[src/hw/rtl/row_request_coalescing_table_assert.svh]
// Assertion macros for the row request coalescing table.
`ifndef ROW_REQUEST_COALESCING_TABLE_ASSERT_SVH
`define ROW_REQUEST_COALESCING_TABLE_ASSERT_SVH

// Clocked check, held off while in reset.
`define RRCT_ASSERT(lbl, prop, msg) \
  lbl: assert property (@(posedge clk_i) disable iff (!rst_ni) (prop)) else $error(msg);

// Clocked check that also holds through reset.
`define RRCT_ASSERT_ALWAYS(lbl, prop, msg) \
  lbl: assert property (@(posedge clk_i) (prop)) else $error(msg);

`endif

[src/hw/rtl/rrct_ram.sv]
// Generic single-write, single-read RAM with registered read data.
module rrct_ram #(
  parameter int WIDTH = 8,
  parameter int DEPTH = 16
) (
  input  logic                                   clk_i,
  input  logic                                   we_i,
  input  logic [((DEPTH > 1) ? $clog2(DEPTH) : 1)-1:0] waddr_i,
  input  logic [WIDTH-1:0]                       wdata_i,
  input  logic                                   re_i,
  input  logic [((DEPTH > 1) ? $clog2(DEPTH) : 1)-1:0] raddr_i,
  output logic [WIDTH-1:0]                       rdata_o
);

  logic [WIDTH-1:0] mem_q [DEPTH];

  always_ff @(posedge clk_i) begin
    if (we_i) begin
      mem_q[waddr_i] <= wdata_i;
    end
    if (re_i) begin
      rdata_o <= mem_q[raddr_i];
    end
  end

endmodule

[config.mk]
export PLATFORM = sky130hd
export DESIGN_NAME = rrct_ram
export DESIGN_NICKNAME = d
export VERILOG_FILES = /design/src/hw/rtl/row_request_coalescing_table_assert.svh /design/src/hw/rtl/rrct_ram.sv
export SDC_FILE = /design/constraint.sdc
export NUM_CORES = 1
export LEC_CHECK = 0
export ABC_CLOCK_PERIOD_IN_PS = 4700
export BUFFER_PORTS_ARGS = -buffer_cell sky130_fd_sc_hd__buf_2
export CAP_MARGIN = 10
export CORE_ASPECT_RATIO = 0.6
export CORE_MARGIN = 2
export CORE_UTILIZATION = 50
export CTS_CLUSTER_SIZE = 24
export DETAILED_ROUTE_END_ITERATION = 8
export GPL_TIMING_DRIVEN = 0
export PLACE_DENSITY = 0.67
export REMOVE_ABC_BUFFERS = 1
export SETUP_SLACK_MARGIN = 0.05
export SYNTH_ARGS = -nofsm -noshare
export SYNTH_HDL_FRONTEND = slang
export SYNTH_SLANG_ARGS = --single-unit
[constraint.sdc]
create_clock -name clk_i -period 4.7 [get_ports clk_i]
set_input_delay 0.47 -clock clk_i [delete_from_list [all_inputs] [get_ports clk_i]]
set_output_delay 0.47 -clock clk_i [all_outputs]
set_load 0.005 [all_outputs]
==> impl_metrics.ini <==
[outcome]
status = finished, final reports clean

[power_and_ir_drop]
p_seq_frac = 0.485
max-vdd-ir-drop_mv = 0.2956
p_int_uw = 2294
leakagePower_uw = 0.002005
cellPowerDensity_nw_per_um2 = 467.8
p_sw_frac = 0.1901
p_switching_uw = 538.5
comb_power_share = 0.041
power_frac_clock = 0.474

[clock_network]
hold_buffers = 0
clk_latency_ns = 0.41
cts_setup_buffers = 0
clk_path_buf_depth = 2
cts.sinks = 136
cts_tree = done
htree_levels = 4
cts-root-buf = clkbuf_16
clk_pin_slew_ns = 0.05
cts_resized = 0
cts-buffers-inserted = 17

[worst_setup_path]
required_ns = 4.84
cp_max_fo = 32
crit_arrival_ns = 2.31
cpPeakStageDelay_ns = 0.78
end_kind = flop
critical_path_class = input pin to flop
r2r_slack_ns = 3.20
start_kind = input pin
cp_slowest_cell = buf_2
crit_chain = buf_2 -> mux4_1 -> a22oi_1 -> nand2_1
path_delay_family = buffers and inverters
critPathBufInv = 1

[timing]
post-route-min-period_ns = 2.166
maxSlewHeadroom = 0.2883
worst_slew_pin_slew_ns = 1.068
final.setup.tns_ns = 0
setup_violations = 0
fin_crit_sh = 0.4609
hold_viol = 0
drv_slew = 0
max_freq_mhz = 461.6
rsz0062_at_grt = no
clock_skew_ns = 0.007138
setup_slack_ns = 2.534

[cells_and_area]
final_layout_size_suffix_gt1_frac = 0.2662
nets = 284
fin_area_sq_um = 6055
syn_to_final_growth_pct = 15.82
num_antenna_cells = 0

[place]
place_area_sq_um = 5460
place_congestion = 0.7245
post-place-ws_ns = 2.102
portBuffers = 26
dpl.hpwl_microns = 6017

[global_route]
grt_pass1_wl_microns = 14810
grt_pass1_vias = 2442
grt_usage = 0.1920
grt_max_degree = 33
overflow = 0
antenna_found_initial = 0

[floorplan]
floorplan.rows = 28
die_h_microns = 83.20
dieWidth_microns = 136.0
io_pins = 27
coreArea_sq_um = 10020
die_area_sq_um = 11320
start_util = 0.5217

[synth]
yosysWarningCount = 0
synth_seq_area_share = 0.7812
yosys-top-cells-area = edfxtp_1 (78%), mux4_2 (7.8%), mux4_1 (7.0%)
yosysUniqueCellTypes = 18
yosysTopAreaCell = edfxtp_1
synth_area_sq_um = 5228
ys_seq_elements = 136
synth_top_area_share = 0.7812
synth.avg_cell_area_sq_um = 22.83
syn_inst = 229

[routing]
postRouteWirelength_microns = 9863
drcViolationCount = 0
drt_iter0_markers = 179
drt-wirelength-per-cell_microns = 23.88
dr.pass1.iters = 4
ant_nets = 0
viasPerCell = 5.785
num_vias = 2389

[flow_run]
drv_cap = 0

[min_path]
hold_class = input pin to flop
-- kinds of logic (layout without fill, tap and decap cells) --
family | Yosys count | in the layout | share of synthesized area
DFF | 136 | 136 | 0.7812
and+or+nand+nor | 35 | 35 | 0.03136
muxes | 32 | 32 | 0.1479
AOI/OAI and AO/OA | 16 | 16 | 0.02298
buffers and inverters | 10 | 59 | 0.01651
-- cell usage after synthesis (all sizes together) --
library cell,number
a22oi,16
and2,1
and2b,1
buf,7
clkdlybuf4s25,3
edfxtp,136
mux4,32
nand2,9
nand2b,2
nand3,1
nand3b,2
nor2,13
nor2b,1
nor3,4
or3b,1
-- layout by cell type (no fill, tap or decap) --
| master | synthesis | layout |
|---|---|---|
| edfxtp_1 | 136 | 136 |
| buf_2 | 3 | 27 |
| mux4_2 | 18 | 18 |
| clkbuf_16 | 0 | 17 |
| a22oi_1 | 16 | 16 |
| mux4_1 | 14 | 14 |
| nor2_1 | 13 | 13 |
| nand2_1 | 9 | 9 |
| clkbuf_1 | 0 | 4 |
| bufinv_16 | 0 | 4 |
| nor3_2 | 0 | 3 |
| clkinv_2 | 0 | 3 |
| clkinv_1 | 0 | 3 |
| nand3b_1 | 2 | 2 |
| nand2b_1 | 2 | 2 |
| nor2b_1 | 1 | 1 |
| and2_1 | 1 | 1 |
| and2b_1 | 1 | 1 |
| nor3_1 | 4 | 1 |
| nand3_1 | 1 | 1 |
| or3b_2 | 1 | 1 |
| clkinvlp_4 | 0 | 1 |
-- per-stage QoR --
stage / power (uW) / cells / hold WS, ns / util
after floorplan: 1452 / 219 / 0.5689 / -
final: 2832 / 413 / 0.4427 / 0.6043
after global placement: 1510 / 380 / 0.7476 / 0.5430
after detailed placement: 1517 / 381 / 0.7471 / 0.5450
after global routing: 2919 / 413 / 0.4352 / 0.6043
after CTS: 2851 / 413 / 0.4318 / 0.6043
-- registers in the layout, summed over array words and instances (netlist names) --
register,cells
mem_q,128
rdata_o,8
-- path summary, 6_finish.rpt --
kind                          from  cells past startpoint                     end
max                     raddr_i[0]                      4    rdata_o[4]$_DFFE_PP_
min                     wdata_i[6]                      1  mem_q[14][6]$_DFFE_PP_
max reg2reg  mem_q[9][4]$_DFFE_PP_                      3    rdata_o[4]$_DFFE_PP_
min reg2reg  mem_q[4][6]$_DFFE_PP_                      3    rdata_o[6]$_DFFE_PP_
-- layer usage --
layer | global-route usage | vias up | share of wire
met5 | 0 | - | 0
met4 | 0.07765 | 0 | 0.018
met3 | 0.06288 | 14 | 0.070
met2 | 0.2618 | 88 | 0.43
met1 | 0.2866 | 1232 | 0.48
li1 | - | 1055 | -
-- worst register-to-register path, cell delays in order, from the launching register on --
cell and delay, ns:
edfxtp_1 0.36, mux4_1 0.53, a22oi_1 0.25, nand2_1 0.10
-- area by class of cell --
cell class                      count  area [sq um]
Fill cell                         731          3965
Multi-Input combinational cell     83          1072
Tap cell                          135         168.9
Timing Repair Buffer               27         135.1
Sequential cell                   136          4084
Clock buffer                       21         440.4
Clock inverter                     11         153.9
-- power groups by stage --
stage	clock network [uW]	logic (uW)	registers [uW]
2_1_floorplan	0	54.5	1400
3_3_place_gp	0	112	1400
3_5_place_dp	0	117	1400
4_1_cts	1360	117	1380
5_1_grt	1420	127	1380
6_report	1340	116	1370
(Power assumes the default switching activity.)
